**config.mk**
```make
export PLATFORM = sky130hd
export DESIGN_NAME = obbc_queue
export DESIGN_NICKNAME = d
export VERILOG_FILES = /design/src/rtl/obbc_queue.sv
export SDC_FILE = /design/constraint.sdc
export NUM_CORES = 1
export LEC_CHECK = 0
export BUFFER_PORTS_ARGS = -buffer_cell sky130_fd_sc_hd__buf_4
export CAP_MARGIN = 20
export CORE_ASPECT_RATIO = 0.9
export CORE_MARGIN = 10
export CORE_UTILIZATION = 40
export DETAILED_ROUTE_END_ITERATION = 10
export PLACE_DENSITY = 0.69
export SYNTH_ARGS = -nofsm -noshare
export SYNTH_HDL_FRONTEND = slang
export SYNTH_SLANG_ARGS = --single-unit
```
**constraint.sdc**
```tcl
create_clock -name clk -period 2 [get_ports clk]
set_input_delay 0.1 -clock clk [delete_from_list [all_inputs] [get_ports clk]]
set_output_delay 0.1 -clock clk [all_outputs]
set_load 0.01 [all_outputs]
```
**src/rtl/obbc_queue.sv**
```systemverilog
`timescale 1ns / 1ps
// ----------------------------------------------------------------------------
// obbc_queue
// Small first-in first-out queue with head shown combinationally; a push is
// taken on a full queue when a pop completes in the same cycle.
// ----------------------------------------------------------------------------
module obbc_queue #(
	parameter int WIDTH = 8,
	parameter int DEPTH = 2
) (
	input  logic             clk,
	input  logic             arst_n,
	input  logic             push,
	input  logic [WIDTH-1:0] wdata,
	input  logic             pop,
	output logic [WIDTH-1:0] rdata,
	output logic             full,
	output logic             empty,
	output logic             room
);
	localparam int PW = $clog2(DEPTH);
	localparam int CW = $clog2(DEPTH + 1);

	logic [WIDTH-1:0] mem_q [DEPTH];
	logic [PW-1:0]    wr_ptr_q;
	logic [PW-1:0]    rd_ptr_q;
	logic [CW-1:0]    cnt_q;
	logic             push_fire;
	logic             pop_fire;

	assign full      = (cnt_q == CW'(DEPTH));
	assign empty     = (cnt_q == '0);
	assign pop_fire  = pop && !empty;
	assign room      = !full || pop_fire;
	assign push_fire = push && room;
	assign rdata     = mem_q[rd_ptr_q];

	always_ff @(posedge clk) begin
		if (push_fire) begin
			mem_q[wr_ptr_q] <= wdata;
		end
	end

	always_ff @(posedge clk or negedge arst_n) begin
		if (!arst_n) begin
			wr_ptr_q <= '0;
			rd_ptr_q <= '0;
			cnt_q    <= '0;
		end else begin
			if (push_fire) begin
				wr_ptr_q <= (wr_ptr_q == PW'(DEPTH - 1)) ? '0 : wr_ptr_q + 1'b1;
			end
			if (pop_fire) begin
				rd_ptr_q <= (rd_ptr_q == PW'(DEPTH - 1)) ? '0 : rd_ptr_q + 1'b1;
			end
			case ({push_fire, pop_fire})
				2'b10:   cnt_q <= cnt_q + 1'b1;
				2'b01:   cnt_q <= cnt_q - 1'b1;
				default: cnt_q <= cnt_q;
			endcase
		end
	end

endmodule

```
==> flow_summary.yaml, run 1 <==
status:
  outcome: "complete, no violations"
sta:
  rsz0062_at_grt: "no"
  min_period_ns: 1.65
  slew-limit-headroom_pct: 54.3
  maxSlewViolCount: 0
  setup_viol: 0
  finalCritPeriodShare_pct: 82.6
  final.setup_skew_ns: 0.00911
  setup_tns_ns: 0
  hold_viol_final: 0
  tightest_slew_ns: 0.684
  setup_slack_ns: 0.348
  fmax_mhz: 605
detailed_routing:
  drc_errors: 0
  wl_mm: 1.49
  firstDrtPassIters: 4
  ant_nets: 0
  wl_met1_um: 609
  detail_route.iter0.violations: 5
  wl_met2_um: 775
  drt-wirelength-per-cell_um: 13.8
  top_layer: "met3"
  vias: 510
  viasPerCell: 4.72
  dr_wl_met3_um: 101
placed_design:
  numPortBuffers: 22
  place.gp.congestion: 0.739
  dp_slack_ns: 0.332
  dp.cells: 95
  dp_hpwl_mm: 1.05
clock_network:
  cts_tree: "built"
  clockRootBuffer: "clkbuf_4"
  clk_pin_slew_worst_paths_ns: 0.11
  worstSkewPairLatency_ns: 0.30
  cts_buffers: 3
  post_cts_buffers: 0
  clock-sinks: 20
  cts.path.max_buffers: 2
  cts.repair.resized: 0
  holdBufCountCts: 9
  h-tree-depth: 1
logic_synthesis:
  post_synth_num_cell_types: 18
  yosysWarnings: 0
  yosysTopAreaCell: "edfxtp_1"
  syn_avg_cell_area_um2: 16.3
  syn_area_um2: 801
  synth_area_leaders: "edfxtp_1, dfrtp_1, mux2_2"
  netlist_instances: 49
  syn_nets: 61
  ys_ff_latch: 20
  synth-seq-area-share_pct: 72.5
  synth_top_area_share_pct: 60.0
finish:
  antenna_cells: 0
  n_fill_cell: 155
  layout.nets: 96
  drive_gt1_share_pct: 45.8
  final_common_cell: "buf_4"
  mostFrequentLayoutCells: "buf_4, edfxtp_1, dlygate4sd3_1"
  areaGrowthSynthToFinish_pct: 41.7
  fin_cells: 108
global_routing:
  antenna_found_initial: 0
  grt_max_degree: 13
  grt_pass1_wl_mm: 2.42
  track_usage_pct: 7.37
  grt_pass1_vias: 535
  grt_overflow: 0
floorplan:
  die_x_um: 67.2
  pin_count: 23
  std_cell_rows: 15
  core-area_um2: 1910
  die_height_um: 62.4
  die_area_um2: 4190
  start_util_pct: 41.8
worst_setup_path:
  path_cells: "or3b_4 > nand2_2 > nor2_1"
  cp-end-kind: "register"
  slowest_delay_ns: 0.53
  slowest_stage: "nor2_1"
  cp-start-kind: "register"
  cp_max_fo: 8
  crit_type: "register to register"
  worstPathRequired_ns: 1.93
  cp_data_arrival_time_ns: 1.59
  crit_buf_inv: 0
  cp_top_family: "simple AND/OR/NAND/NOR gates"
power_and_ir_drop:
  ir_drop_mv: 0.837
  powerDensity_nw_per_um2: 1270
  p_leak_nw: 0.451
run:
  drv_cap: 0
hold_path:
  hp-class: "primary input to register"
==> metrics by stage <==
step / utilization (%) / hold WS (ns) / area, µm² / power [mW]
3_3_place_gp: 51.8 / -0.0987 / 992 / 1.12
5_1_grt: 59.3 / 0.0859 / 1130 / 1.54
2_1_floorplan: - / -0.196 / 801 / 0.918
3_5_place_dp: 51.8 / -0.0995 / 992 / 1.13
4_1_cts: 59.3 / 0.0899 / 1130 / 1.46
6_report: 59.3 / 0.0905 / 1130 / 1.44
==> worst paths after layout <==
check | depth (start not counted) | slack, ns | start | to
max | 3 | 0.35 | cnt_q[1] | mem_q[0][1]
min | 3 | 0.09 | push | wr_ptr_q
max reg2reg | 3 | 0.35 | cnt_q[1] | mem_q[0][1]
min reg2reg | 1 | 0.51 | wr_ptr_q | wr_ptr_q
max in group asynchronous | 2 | 1.77 | arst_n | cnt_q[0]
min in group asynchronous | 2 | 0.12 | arst_n | wr_ptr_q
==> routing by layer <==
layer	track usage (%)	up-vias
met2	12.4	16
met4	2.31	0
met1	7.42	244
li1	-	250
met3	4.12	0
met5	0	-
==> registers in the layout, indices dropped and copies added, names as in the netlist <==
register and flops:
wr_ptr_q 1, mem_q 16, rd_ptr_q 1, cnt_q 2
==> synthesized netlist by cell type <==
cell type / instances
xnor2_1: 2
dfrtp_1: 4
a21oi_1: 3
a22oi_1: 1
nand2b_1: 1
or2_1: 1
or3b_4: 1
xor2_1: 1
and3_2: 1
and4_2: 1
o21ai_0: 1
nand2_2: 1
mux2_2: 8
edfxtp_1: 16
nor2_1: 3
inv_1: 2
nor3_1: 1
buf_2: 1
==> cells by family after synthesis <==
kind of cell | after synthesis | share of synthesized area, %
flops | 20 | 72.5
simple gates | 10 | 7.97
mux | 8 | 11.3
compound gates | 5 | 3.44
xor+xnor | 3 | 3.28
buf+inv | 3 | 1.56
==> cell type report <==
| type | instances | area (µm²) | share of cell area, % |
|---|---|---|---|
| Multi-Input combinational cell | 26 | 208 | 18.3 |
| Inverter | 2 | 7.51 | 0.662 |
| Clock inverter | 1 | 30.0 | 2.65 |
| Timing Repair Buffer | 31 | 255 | 22.5 |
| Clock buffer | 3 | 22.5 | 1.98 |
| Tap cell | 25 | 31.3 | 2.76 |
| Sequential cell | 20 | 581 | 51.2 |
==> power breakdown <==
part	internal (mW)	switching, mW	total, mW
Clock	0.203	0.116	0.319
Combinational	0.267	0.195	0.462
Sequential	0.571	0.0915	0.663
==> worst reg2reg max path: cells and delay by family (launching register included) <==
kind | cells | cell delay (ns)
flip-flops | 1 | 0.44
AND/OR/NAND/NOR | 3 | 0.86
No activity file was read; power rests on OpenSTA's default activity.
==> run 2, diff against run 1 <==
Clock period 2 ns to 1.6 ns, I/O delays scaled along.
==> flow_summary.yaml, run 2 (synthesis gave the netlist of run 1 again) <==
hold_path:
  hp-class: "primary input to register"
  hold_depth: 3
  hold_end: "wr_ptr_q"
  worstHoldStart: "push"
sta:
  rsz0062_at_grt: "no"
  tightest_slew_ns: 0.409
  min_period_ns: 1.50
  slew-limit-headroom_pct: 72.8
  setup_tns_ns: 0
  hold_viol_final: 0
  fmax_mhz: 666
  fin_hold_ws_ns: 0.108
  final.setup_skew_ns: 0.00259
  finalCritPeriodShare_pct: 93.8
  maxSlewViolCount: 0
  setup_slack_ns: 0.0991
  setup_viol: 0
worst_setup_path:
  slowest_delay_ns: 0.60
  rr_worst_depth: 2
  cp-end-kind: "primary output"
  crit_buf_inv: 1
  cp_top_family: "flip-flops"
  rrSetupSlack_ns: 0.25
  r2r_end: "mem_q[1][6]"
  cp_data_arrival_time_ns: 1.42
  rr_startpoint: "cnt_q[0]"
  path_cells: "mux2_2 > buf_4"
  cp_max_fo: 9
  worstPathRequired_ns: 1.52
  slowest_stage: "dfrtp_1"
  cp-start-kind: "register"
  crit_type: "register to primary output"
floorplan:
  pin_count: 23
  start_util_pct: 41.8
  die_height_um: 62.4
  core-area_um2: 1910
  die_x_um: 67.2
  die_area_um2: 4190
  std_cell_rows: 15
global_routing:
  grt_max_degree: 12
  track_usage_pct: 7.59
  antenna_found_initial: 0
  grt_overflow: 0
  grt_pass1_wl_mm: 2.45
  grt_pass1_vias: 542
finish:
  regArea_um2: 581
  layout.nets: 98
  largest_register_ffs: 16
  drive_gt1_share_pct: 47.1
  stdcell_area_um2: 1130
  n_fill_cell: 165
  fin_cells: 110
  multi_input_area_um2: 210
  areaGrowthSynthToFinish_pct: 40.6
  regMostFlops: "mem_q"
  mostFrequentLayoutCells: "buf_4, edfxtp_1, dlygate4sd3_1"
  reg_top3: "mem_q (16), cnt_q (2)"
  final_common_cell: "buf_4"
  fin_util_pct: 58.8
  antenna_cells: 0
run:
  drv_cap: 0
power_and_ir_drop:
  powerDensity_nw_per_um2: 1490
  p_leak_nw: 0.448
  ir_drop_mv: 0.787
  power.total_mw: 1.68
detailed_routing:
  wl_met2_um: 751
  firstDrtPassIters: 2
  top_layer: "met4"
  detail_route.iter0.violations: 2
  viasPerCell: 4.71
  vias: 518
  drt-wirelength-per-cell_um: 13.4
  wl_met1_um: 577
  dr_wl_met3_um: 115
  ant_nets: 0
  drc_errors: 0
  wl_mm: 1.47
placed_design:
  numPortBuffers: 22
  dpl_cell_area_um2: 1010
  dp_hpwl_mm: 1.10
  place.gp.congestion: 0.715
  dp.cells: 97
  dp_slack_ns: 0.0579
status:
  outcome: "complete, no violations"
clock_network:
  cts_buffers: 3
  clk_pin_slew_worst_paths_ns: 0.10
  worstSkewPairLatency_ns: 0.28
  clock-sinks: 20
  cts_tree: "built"
  cts.path.max_buffers: 2
  h-tree-depth: 1
  clockRootBuffer: "clkbuf_4"
-- run 2: worst max-delay path by stage --
stage	from	end	slack [ns]	cells after the start
floorplan	cnt_q[1]	mem_q[0][0]	0.13	3
global route	rd_ptr_q	rdata[1]	0.04	2
detailed placement	cnt_q[1]	mem_q[0][1]	0.06	3
CTS	cnt_q[1]	mem_q[0][6]	0.05	3
finish	rd_ptr_q	rdata[1]	0.1	2
global placement	cnt_q[1]	mem_q[0][1]	0.11	3
-- run 2: report_power, final --
group / total [mW] / switching [mW] / internal [mW]
Clock: 0.222 / 0.132 / 0.0905
Sequential: 0.802 / 0.0884 / 0.713
Combinational: 0.652 / 0.284 / 0.368
Total: 1.68 / 0.504 / 1.17
-- run 2: cell type report --
type | count | area share [%]
clock buffer | 3 | 2.00
clock inverter | 1 | 0.333
timing repair buffer | 33 | 24.0
sequential | 20 | 51.6
multi-input combinational | 26 | 18.7
inverter | 2 | 0.667
tap | 25 | 2.78
-- run 2: worst reg2reg max path, cell delays in order, from the launching register on --
cell,delay (ns)
dfrtp_1,0.39
or3b_4,0.41
and3_2,0.31
-- run 2: layer usage --
metal,up-vias,global-route usage [%]
met5,-,0
met4,0,3.85
met3,2,3.94
met2,15,12.0
met1,246,7.95
li1,255,-
-- run 2: repair_timing --
action                                 4_1_cts  5_1_grt
hold buffers                                 9        0
setup endpoints to repair                    0        8
endpoints found under the hold margin       20        0
gates resized for setup                      0        1
buffers inserted                             0        0
