--- config.mk ---
export PLATFORM = sky130hd
export DESIGN_NAME = obbc_front
export DESIGN_NICKNAME = d
export VERILOG_FILES = /design/src/rtl/obbc_pkg.sv /design/src/rtl/obbc_front.sv
export SDC_FILE = /design/constraint.sdc
export NUM_CORES = 1
export LEC_CHECK = 0
export BUFFER_PORTS_ARGS = -buffer_cell sky130_fd_sc_hd__buf_2
export CELL_PAD_IN_SITES_DETAIL_PLACEMENT = 0
export CELL_PAD_IN_SITES_GLOBAL_PLACEMENT = 1
export CORE_MARGIN = 2
export CORE_UTILIZATION = 38
export CTS_BUF_LIST = sky130_fd_sc_hd__clkbuf_8
export DETAILED_ROUTE_END_ITERATION = 16
export PLACE_DENSITY_LB_ADDON = 0.1
export SYNTH_ARGS = -nofsm -noshare
export SYNTH_HDL_FRONTEND = slang
export SYNTH_SLANG_ARGS = --single-unit
--- constraint.sdc ---
create_clock -name clk -period 3.9 [get_ports clk]
set_clock_uncertainty 0.1 [all_clocks]
set_input_delay 0.195 -clock clk [delete_from_list [all_inputs] [get_ports clk]]
set_output_delay 0.195 -clock clk [all_outputs]
set_load 0.01 [all_outputs]
--- src/rtl/obbc_pkg.sv ---
`timescale 1ns / 1ps
// ----------------------------------------------------------------------------
// obbc_pkg
// Shared types and constants of the oriented box point test and closest point
// unit.
// ----------------------------------------------------------------------------
package obbc_pkg;

	localparam int REG_W     = 48;
	localparam int REG_IDX_W = 3;
	localparam int COORD_W   = 16;
	localparam int DIFF_W    = COORD_W + 1;

	localparam int MID_DEPTH_DEF = 4;
	localparam int OUT_DEPTH_DEF = 2;

	typedef enum logic [REG_IDX_W-1:0] {
		REG_CENTER  = 3'd0,
		REG_AXIS_R  = 3'd1,
		REG_AXIS_U  = 3'd2,
		REG_AXIS_F  = 3'd3,
		REG_EXTENTS = 3'd4
	} reg_idx_t;

	localparam logic [REG_W-1:0] CENTER_RST  = 48'd0;
	localparam logic [REG_W-1:0] AXIS_R_RST  = 48'h0000_0000_4000;
	localparam logic [REG_W-1:0] AXIS_U_RST  = 48'h0000_4000_0000;
	localparam logic [REG_W-1:0] AXIS_F_RST  = 48'h4000_0000_0000;
	localparam logic [REG_W-1:0] EXTENTS_RST = 48'd0;

	typedef struct packed {
		logic [REG_W-1:0]      center;
		logic [2:0][REG_W-1:0] axis;
		logic [REG_W-1:0]      extents;
	} cfg_t;

	typedef logic signed [DIFF_W-1:0] dval_t;
	typedef dval_t [2:0] diff_t;

	typedef struct packed {
		logic                      is_in;
		logic signed [COORD_W-1:0] x;
		logic signed [COORD_W-1:0] y;
		logic signed [COORD_W-1:0] z;
	} result_t;

endpackage

--- src/rtl/obbc_front.sv ---
`timescale 1ns / 1ps
// ----------------------------------------------------------------------------
// obbc_front
// Input stage: takes a query point and registers its offset from the box
// center for the work queue.
// ----------------------------------------------------------------------------
module obbc_front (
	input  logic                                clk,
	input  logic                                arst_n,
	input  logic [obbc_pkg::REG_W-1:0]          center,
	input  logic                                push,
	input  logic signed [obbc_pkg::COORD_W-1:0] point_x,
	input  logic signed [obbc_pkg::COORD_W-1:0] point_y,
	input  logic signed [obbc_pkg::COORD_W-1:0] point_z,
	output logic                                full,
	input  logic                                mid_full,
	output logic                                mid_push,
	output obbc_pkg::diff_t                     mid_data
);
	import obbc_pkg::*;

	logic  v_s1;
	diff_t d_s1;
	logic  load;
	logic  drain;
	logic signed [COORD_W-1:0] pt [3];

	assign pt[0]    = point_x;
	assign pt[1]    = point_y;
	assign pt[2]    = point_z;
	assign drain    = v_s1 && !mid_full;
	assign full     = v_s1 && mid_full;
	assign load     = push && !full;
	assign mid_push = drain;
	assign mid_data = d_s1;

	always_ff @(posedge clk or negedge arst_n) begin
		if (!arst_n) begin
			v_s1 <= 1'b0;
		end else begin
			v_s1 <= load || (v_s1 && !drain);
		end
	end

	always_ff @(posedge clk) begin
		if (load) begin
			for (int i = 0; i < 3; i++) begin
				d_s1[i] <= DIFF_W'(pt[i]) - DIFF_W'($signed(center[COORD_W*i +: COORD_W]));
			end
		end
	end

endmodule

==> results of run 1 <==
timing repair:
item	in CTS	in global routing
hold buffers	2	0
endpoints found under the setup margin	0	0
endpoints found under the hold margin	2	0
critical path: cells and delay by family:
family	cells	cell delay, ps
AND/OR/NAND/NOR	3	710
buffers and inverters	2	140
AO/OA/AOI/OAI	3	900
adder cells (fa/ha/maj)	1	280
area by class of cell:
cell class	count	area (sq um)	share of cell area
inverter	65	244	0.0488
multi-input combinational	278	2160	0.432
tap	136	170	0.0340
clock inverter	2	7.51	0.00150
clock buffer	5	68.8	0.0138
sequential	52	1560	0.311
timing repair buffer	156	796	0.159
metal layers:
metal	vias up	wire (microns)
met5	-	0
met4	0	107
met3	7	514
met2	99	4120
met1	1507	4060
li1	1740	-
sequential cells by signal, summed over array words and instances, names as in the netlist:
signal,flops
mid_data,51
v_s1,1
Yosys cell counts (2+ instances only):
| cell | number |
|---|---|
| sky130_fd_sc_hd__inv_1 | 65 |
| sky130_fd_sc_hd__o21a_1 | 11 |
| sky130_fd_sc_hd__a31o_2 | 3 |
| sky130_fd_sc_hd__a21o_1 | 12 |
| sky130_fd_sc_hd__xor2_1 | 12 |
| sky130_fd_sc_hd__and2_1 | 3 |
| sky130_fd_sc_hd__a211oi_1 | 3 |
| sky130_fd_sc_hd__a21oi_1 | 31 |
| sky130_fd_sc_hd__a2111oi_0 | 3 |
| sky130_fd_sc_hd__fa_1 | 3 |
| sky130_fd_sc_hd__xnor2_1 | 23 |
| sky130_fd_sc_hd__o21bai_1 | 2 |
| sky130_fd_sc_hd__o211ai_1 | 3 |
| sky130_fd_sc_hd__or3_1 | 2 |
| sky130_fd_sc_hd__nor3_1 | 2 |
| sky130_fd_sc_hd__nor3b_1 | 2 |
| sky130_fd_sc_hd__edfxtp_1 | 51 |
| sky130_fd_sc_hd__a211o_1 | 3 |
| sky130_fd_sc_hd__nand2_1 | 12 |
| sky130_fd_sc_hd__o31a_1 | 5 |
| sky130_fd_sc_hd__o21ai_0 | 19 |
| sky130_fd_sc_hd__nand3_1 | 4 |
| sky130_fd_sc_hd__a31oi_1 | 4 |
| sky130_fd_sc_hd__a311o_1 | 2 |
| sky130_fd_sc_hd__and3_1 | 4 |
| sky130_fd_sc_hd__o31ai_1 | 3 |
| sky130_fd_sc_hd__nand2b_1 | 4 |
| sky130_fd_sc_hd__clkbuf_1 | 3 |
| sky130_fd_sc_hd__nor2_1 | 22 |
| sky130_fd_sc_hd__a21boi_0 | 2 |
| sky130_fd_sc_hd__or2_2 | 2 |
| sky130_fd_sc_hd__ha_1 | 48 |
| sky130_fd_sc_hd__nor2b_1 | 13 |
cell families (layout without fill, tap and decap cells):
| logic type | Yosys count | count (layout) | share of synthesized area |
|---|---|---|---|
| and+or+nand+nor | 77 | 77 | 0.103 |
| DFF | 52 | 52 | 0.393 |
| buffers and inverters | 68 | 228 | 0.0644 |
| xor gates and xnor gates | 35 | 35 | 0.0774 |
| adders and majority gates | 51 | 51 | 0.167 |
| AOI/OAI and AO/OA | 115 | 115 | 0.195 |
power by group through the flow:
stage | sequential [W] | clock [W] | combinational (W)
after floorplan | 0.000765 | 0 | 0.000329
after global placement | 0.000730 | 0 | 0.000537
after detailed placement | 0.000730 | 0 | 0.000542
after CTS | 0.000718 | 0.000309 | 0.000546
after global routing | 0.000724 | 0.000326 | 0.000609
final | 0.000717 | 0.000297 | 0.000540
metrics by stage:
| stage | instances | setup WS [ps] | total power (W) | area, sq um |
|---|---|---|---|---|
| 2_1_floorplan | 398 | 511 | 0.00109 | 3960 |
| 3_3_place_gp | 685 | 1380 | 0.00127 | 4900 |
| 3_5_place_dp | 685 | 1310 | 0.00127 | 4900 |
| 4_1_cts | 694 | 1640 | 0.00157 | 5000 |
| 5_1_grt | 694 | 1490 | 0.00166 | 5000 |
| 6_report | 694 | 1630 | 0.00155 | 5000 |
worst max-delay path by stage:
stage          startpoint            to  slack (ps)
2_1_floorplan        v_s1   mid_data[0]         510
3_3_place_gp   center[17]  mid_data[26]        1380
3_5_place_dp   center[17]  mid_data[26]        1310
4_1_cts        center[17]  mid_data[26]        1640
5_1_grt        center[36]  mid_data[48]        1490
6_report       center[17]  mid_data[26]        1630
==> impl_metrics.yaml, run 1 <==
die:
  initial_core_util: 0.387
  die_area_sq_um: 11300
  io_pins: 153
  die_h_microns: 106
  die_width_microns: 106
  design.core.area_sq_um: 10200
  fp-row-count: 37
global_routing:
  grt_util_met3: 0.0282
  globalRoute.totalOverflow: 0
  globalRouteMet1Util: 0.209
  grt_max_degree: 21
  grt_pass1_wl_mm: 14.5
  first_global_vias: 3182
  grt.met2_usage: 0.270
  grt_antenna_before_repair: 0
  global_route.usage.total: 0.158
  most_utilized_layer_in_the_global_route_result: "met2"
power_and_ir_drop:
  clock_power_share: 0.191
  intPower_w: 0.00108
  combinational_power_share: 0.348
  switching_power_w: 0.000478
  power.density_cell_area_nw_per_um2: 311
  switching_fraction: 0.308
  ir_drop_v: 0.000163
  seq_power_share: 0.462
  total_leakage_power_nw: 2.48
worst_setup_path:
  cp_cell_sequence: "buf_2, inv_1, ha_1, nor2b_4, o31a_1, o31a_1, o31a_1, and4b_1, or3_1"
  cp_slowest_stage_delay_ps: 370
  r2r-end: "mid_data[21]"
  r2r_slack_ps: 2030
  required_ps: 3840
  path_max_fanout: 5
  critPathArrivalTime_ps: 2220
  endpoint_kind: "flip-flop"
  worst-r2r-cell-count: 3
  timing.critical_path.mode_cell: "sky130_fd_sc_hd__o31a_1"
  setup.worst_path.class: "in2reg"
  timing.critical_path.from_type: "input port"
  slowest_stage: "sky130_fd_sc_hd__or3_1"
  worst_r2r_startpoint: "v_s1"
drt:
  vias: 3353
  post_route_ant_nets: 0
  drt_first_pass_iters: 4
  drt_wl_total_mm: 8.80
  vias_per_cell: 4.83
  initialDrtViolationCount: 82
  post_drt_wl_per_cell_microns: 12.7
  drc: 0
sta:
  finalCritPeriodShare: 0.582
  tightest_slew_ps: 581
  fmax_ghz: 0.440
  whs_ps: 91.9
  fin_setup_tns_ps: 0
  final-setup-viol-count: 0
  final-max-slew-violation-count: 0
  worst_rel_slew_slack: 0.612
  min_period_ps: 2270
  rsz0062_at_grt: "no"
  final_hold_viol_count: 0
finish:
  mostFrequentLayoutCell: "sky130_fd_sc_hd__buf_2"
  most_used_cells_in_the_layout_excluding_fill_and_tap_cells: "sky130_fd_sc_hd__buf_2 (152), sky130_fd_sc_hd__inv_1 (65), sky130_fd_sc_hd__edfxtp_1 (51)"
  growth_of_design_area_from_synthesis_to_finish_pct: 26.2
  insertedDiodeCount: 0
  finalNetCount: 709
  drive_gt1_frac: 0.299
  nFillCells: 1003
  finalCoreUtilization: 0.489
placement:
  place_congestion: 0.831
  dpl.hpwl_mm: 7.14
  port-buffer-count: 152
synth:
  synth_area_leaders: "sky130_fd_sc_hd__edfxtp_1 (39%), sky130_fd_sc_hd__ha_1 (15%), sky130_fd_sc_hd__inv_1 (6.2%), sky130_fd_sc_hd__xnor2_1 (5.1%), sky130_fd_sc_hd__a21oi_1 (3.9%)"
  synth_seq_area_share: 0.393
  synth_edf_count: 51
  synthesized_nets: 549
  number_of_cells_produced_by_synthesis: 398
  ys_ff_latch: 52
  yosys_most_used_dff: "sky130_fd_sc_hd__edfxtp_1"
  synthesis.area_per_instance_sq_um: 9.96
  yosys.cell_types.count: 50
  post_synth_instance_area_sq_um: 3960
  synth_largest_area_cell: "sky130_fd_sc_hd__edfxtp_1"
  synth_async_sr_flop_share: 0.0192
  synth_top_cell_area_share: 0.386
  yosysWarningCount: 0
worst_hold_path:
  min-delay-path-class: "in2async"
cts:
  cts.repair_timing.setup_buffer_count: 0
  cts-htree-levels: 2
  cts.clk_slew.worst_paths_ps: 90
  clk-insertion-delay-late_ps: 300
  ctsRootBufferMaster: "sky130_fd_sc_hd__clkbuf_8"
  cts-resized-gates: 0
  cts-buffers-inserted: 5
  cts-root-to-sink-buffers: 2
  tritoncts: "yes"
  cts.sinks: 52
run:
  drv_cap: 0
run_status:
  result_of_the_run: "complete, no violations"
No activity file was read; power rests on OpenSTA's default activity.
==> inputs of run 2 (changes only) <==
- clock period: 3.9 -> 2.22 ns (I/O delays scaled with it)
==> impl_metrics.yaml, run 2 (same netlist as run 1, synthesis figures left out) <==
finish:
  nFillCells: 982
  mostFrequentLayoutCell: "sky130_fd_sc_hd__buf_2"
  finalNetCount: 739
  insertedDiodeCount: 0
  multiInputGateArea_sq_um: 2180
  drive_gt1_frac: 0.343
  final-instance-count-excl-fill: 725
  seqCellArea_sq_um: 1560
  growth_of_design_area_from_synthesis_to_finish_pct: 34.2
  largest_register_ff_count: 51
  most_used_cells_in_the_layout_excluding_fill_and_tap_cells: "sky130_fd_sc_hd__buf_2 (152), sky130_fd_sc_hd__inv_1 (64), sky130_fd_sc_hd__edfxtp_1 (51)"
  design_area_sq_um: 5320
sta:
  finalCritPeriodShare: 0.897
  tightest_slew_ps: 387
  whs_ps: 74.0
  final_hold_viol_count: 0
  final-max-slew-violation-count: 0
  rsz0062_at_grt: "no"
  fmax_ghz: 0.502
  fin_setup_tns_ps: 0
  worst_rel_slew_slack: 0.735
  final-setup-viol-count: 0
  min_period_ps: 1990
die:
  die_width_microns: 106
  initial_core_util: 0.387
  io_pins: 153
  die_h_microns: 106
  fp-row-count: 37
  design.core.area_sq_um: 10200
  die_area_sq_um: 11300
power_and_ir_drop:
  power.total_w: 0.00303
  ir_drop_v: 0.000287
  power.density_cell_area_nw_per_um2: 570
  total_leakage_power_nw: 2.65
cts:
  cts-buffers-inserted: 5
  cts-root-to-sink-buffers: 2
  ctsRootBufferMaster: "sky130_fd_sc_hd__clkbuf_8"
  cts-htree-levels: 2
  tritoncts: "yes"
  clk-insertion-delay-late_ps: 310
  cts.repair_timing.setup_buffer_count: 0
  cts.sinks: 52
  cts.clk_slew.worst_paths_ps: 100
worst_setup_path:
  required_ps: 2180
  setup.worst_path.class: "in2reg"
  critPathArrivalTime_ps: 1950
  endpoint_kind: "flip-flop"
  path_max_fanout: 3
  timing.critical_path.from_type: "input port"
drt:
  post_drt_wl_per_cell_microns: 12.4
  drt_wl_total_mm: 8.96
  drt_first_pass_iters: 4
  vias: 3417
  post_route_ant_nets: 0
  drc: 0
  vias_per_cell: 4.71
  initialDrtViolationCount: 86
global_routing:
  global_route.usage.total: 0.162
  grt_max_degree: 52
  grt_pass1_wl_mm: 14.8
  grt_antenna_before_repair: 0
  globalRoute.totalOverflow: 0
  first_global_vias: 3354
run_status:
  result_of_the_run: "complete, no violations"
placement:
  port-buffer-count: 152
  placed_cell_area_sq_um: 5160
  dpl.hpwl_mm: 7.26
  post-place-cells: 714
  place_congestion: 0.776
worst_hold_path:
  min-delay-path-class: "in2reg"
run:
  drv_cap: 0
==> run 2: worst paths after layout <==
path                             from      endpoint  slack [ps]  depth (start not counted)
max                        center[17]  mid_data[26]         230                          9
min reg2reg                      v_s1          v_s1         640                          2
max in group asynchronous      arst_n          v_s1        1380                          3
min in group asynchronous      arst_n          v_s1         540                          3
max reg2reg                      v_s1   mid_data[0]         780                          3
min                        center[32]  mid_data[34]          70                          3
==> run 2: timing repair <==
action                     in CTS  in global routing
hold endpoints to repair        2                  0
gates resized for setup         0                  0
setup endpoints to repair       0                  0
hold buffers                    3                  0
==> run 2: worst max-delay path, cell delays in order <==
cell                      delay, ps
sky130_fd_sc_hd__buf_2          110
sky130_fd_sc_hd__inv_2           50
sky130_fd_sc_hd__ha_4           180
sky130_fd_sc_hd__nor2b_4        120
sky130_fd_sc_hd__o31a_1         300
sky130_fd_sc_hd__o31a_1         300
sky130_fd_sc_hd__o31a_1         300
sky130_fd_sc_hd__and4b_1        180
sky130_fd_sc_hd__or3_1          300
==> run 2: power breakdown <==
group	internal (W)	total [W]	switching, W
logic	0.000511	0.00103	0.000522
registers	0.00124	0.00126	0.0000239
clock network	0.000399	0.000736	0.000337
total	0.00215	0.00303	0.000882
==> run 2: through the flow <==
step	worst slack, ps	utilization
after floorplan	19.3	-
after global placement	-68.6	0.504
after detailed placement	-114	0.504
after CTS	225	0.520
after global routing	9.25	0.520
final	230	0.520
==> run 2: area by class of cell <==
type	count	area share
inverter	65	0.0459
multi-input combinational	278	0.411
sequential	52	0.293
clock buffer	7	0.0181
tap	136	0.0320
clock inverter	1	0.00565
timing repair buffer	186	0.195
==> run 2: layer usage <==
metal / routed length (microns) / global-route usage / share of wire
met1: 4030 / 0.205 / 0.45
met4: 102 / 0.0423 / 0.011
met2: 4190 / 0.273 / 0.47
met3: 631 / 0.0460 / 0.070
met5: 0 / 0 / 0
==> inputs of run 3 (changes only) <==
- PLACE_DENSITY: unset -> 0.85
- PLACE_DENSITY_LB_ADDON: 0.1 -> unset
==> impl_metrics.yaml, run 3 (same netlist as run 1, synthesis figures left out) <==
run_status:
  result_of_the_run: "complete, no violations"
finish:
  final-instance-count-excl-fill: 722
  insertedDiodeCount: 0
  drive_gt1_frac: 0.340
  growth_of_design_area_from_synthesis_to_finish_pct: 33.5
  finalNetCount: 736
  largest_register_ff_count: 51
  nFillCells: 975
  mostFrequentLayoutCell: "sky130_fd_sc_hd__buf_2"
  most_used_cells_in_the_layout_excluding_fill_and_tap_cells: "sky130_fd_sc_hd__buf_2 (152), sky130_fd_sc_hd__inv_1 (64), sky130_fd_sc_hd__edfxtp_1 (51)"
worst_hold_path:
  min-delay-path-class: "in2reg"
sta:
  rsz0062_at_grt: "no"
  setup_slack_ps: 121
  final-setup-viol-count: 0
  finalCritPeriodShare: 0.945
  worst_rel_slew_slack: 0.692
  tightest_slew_ps: 450
  fmax_ghz: 0.476
  final-max-slew-violation-count: 0
  final_hold_viol_count: 0
  min_period_ps: 2100
run:
  drv_cap: 0
cts:
  cts-buffers-inserted: 5
  cts-resized-gates: 0
  cts.repair_timing.setup_buffer_count: 0
  cts.hold.buffers_added: 3
  cts.clk_slew.worst_paths_ps: 100
  clk-insertion-delay-late_ps: 310
  cts-htree-levels: 2
  cts-root-to-sink-buffers: 2
  cts.sinks: 52
  ctsRootBufferMaster: "sky130_fd_sc_hd__clkbuf_8"
  tritoncts: "yes"
worst_setup_path:
  required_ps: 2180
  setup.worst_path.class: "in2reg"
  endpoint_kind: "flip-flop"
  worst-path-buf-inv: 2
  timing.critical_path.from_type: "input port"
  slowest_stage: "sky130_fd_sc_hd__a211oi_1"
  critPathArrivalTime_ps: 2060
  cp_slowest_stage_delay_ps: 390
  cp_cell_sequence: "buf_2, inv_1, ha_1, fa_1, nand2b_1, a21oi_1, a211o_1, a211oi_1, o21ai_0, xor2_1"
  path_max_fanout: 2
  critical-path-top-delay-family: "compound AO/OA/AOI/OAI gates"
placement:
  placement.setup.worst_slack_ps: -167
  dpl.hpwl_mm: 7.63
  place_congestion: 0.844
  post-place-cells: 711
  port-buffer-count: 152
die:
  die_width_microns: 106
  die_area_sq_um: 11300
  fp-row-count: 37
  io_pins: 153
  design.core.area_sq_um: 10200
  initial_core_util: 0.387
  die_h_microns: 106
power_and_ir_drop:
  power.density_cell_area_nw_per_um2: 569
  ir_drop_v: 0.000248
  total_leakage_power_nw: 2.63
global_routing:
  grt_pass1_wl_mm: 15.5
  globalRouteMet1Util: 0.210
  most_utilized_layer_in_the_global_route_result: "met2"
  global_route.usage.total: 0.169
  grt.met2_usage: 0.292
  grt_max_degree: 52
  grt_util_met3: 0.0276
  first_global_vias: 3388
  globalRoute.totalOverflow: 0
  grt_antenna_before_repair: 0
drt:
  drc: 0
  vias: 3493
  post_route_ant_nets: 0
  post_drt_wl_per_cell_microns: 12.9
  drt_wl_total_mm: 9.33
  drt_first_pass_iters: 4
  initialDrtViolationCount: 59
  vias_per_cell: 4.84
-- run 3: changes by cell type in the layout (fill, tap and decap cells not counted), sizes merged --
cell    change
clkbuf      -1
buf         -3
clkinv      +1
-- run 3: stage by stage --
step | area (sq um) | hold WS, ps | total power [W] | setup TNS, ps | utilization
floorplan | 4000 | -285 | 0.00192 | 0 | -
global placement | 5140 | -214 | 0.00230 | -248 | 0.502
detailed placement | 5140 | -212 | 0.00232 | -728 | 0.502
CTS | 5290 | 62.8 | 0.00304 | 0 | 0.517
global route | 5290 | 60.7 | 0.00320 | 0 | 0.517
finish | 5290 | 73.4 | 0.00301 | 0 | 0.517
-- run 3: layout make-up --
| class | instances | area (sq um) | area share |
|---|---|---|---|
| flip-flops and latches | 52 | 1560 | 0.294 |
| repair buffers | 183 | 1010 | 0.192 |
| inverters | 65 | 244 | 0.0461 |
| clock inverters | 2 | 38.8 | 0.00733 |
| clock buffers | 6 | 82.6 | 0.0156 |
| well taps | 136 | 170 | 0.0322 |
| multi-input cells | 278 | 2180 | 0.413 |
-- run 3: final timing paths --
| path | startpoint | end | slack (ps) | cells past startpoint |
|---|---|---|---|---|
| min reg2reg | v_s1 | v_s1 | 590 | 2 |
| max reg2reg | v_s1 | mid_data[0] | 800 | 3 |
| max | point_y[0] | mid_data[31] | 120 | 10 |
| min | center[32] | mid_data[34] | 70 | 3 |
| min in group asynchronous | arst_n | v_s1 | 520 | 3 |
| max in group asynchronous | arst_n | v_s1 | 1400 | 3 |
-- run 3: power by group --
group | switching [W] | leakage [nW] | total (W) | internal, W
Sequential | 0.0000275 | 0.496 | 0.00126 | 0.00124
Clock | 0.000336 | 0.0614 | 0.000705 | 0.000369
Combinational | 0.000534 | 2.07 | 0.00104 | 0.000506
Total | 0.000897 | 2.63 | 0.00301 | 0.00211
-- run 3: tightest hold or removal path, stage by stage --
cell and delay [ps]:
sky130_fd_sc_hd__buf_2 80, sky130_fd_sc_hd__ha_1 120, sky130_fd_sc_hd__inv_1 30
-- run 3: metal layers --
layer,vias to the layer above,wire (microns)
met4,0,271
li1,1803,-
met3,21,457
met5,-,0
met1,1558,4020
met2,111,4580
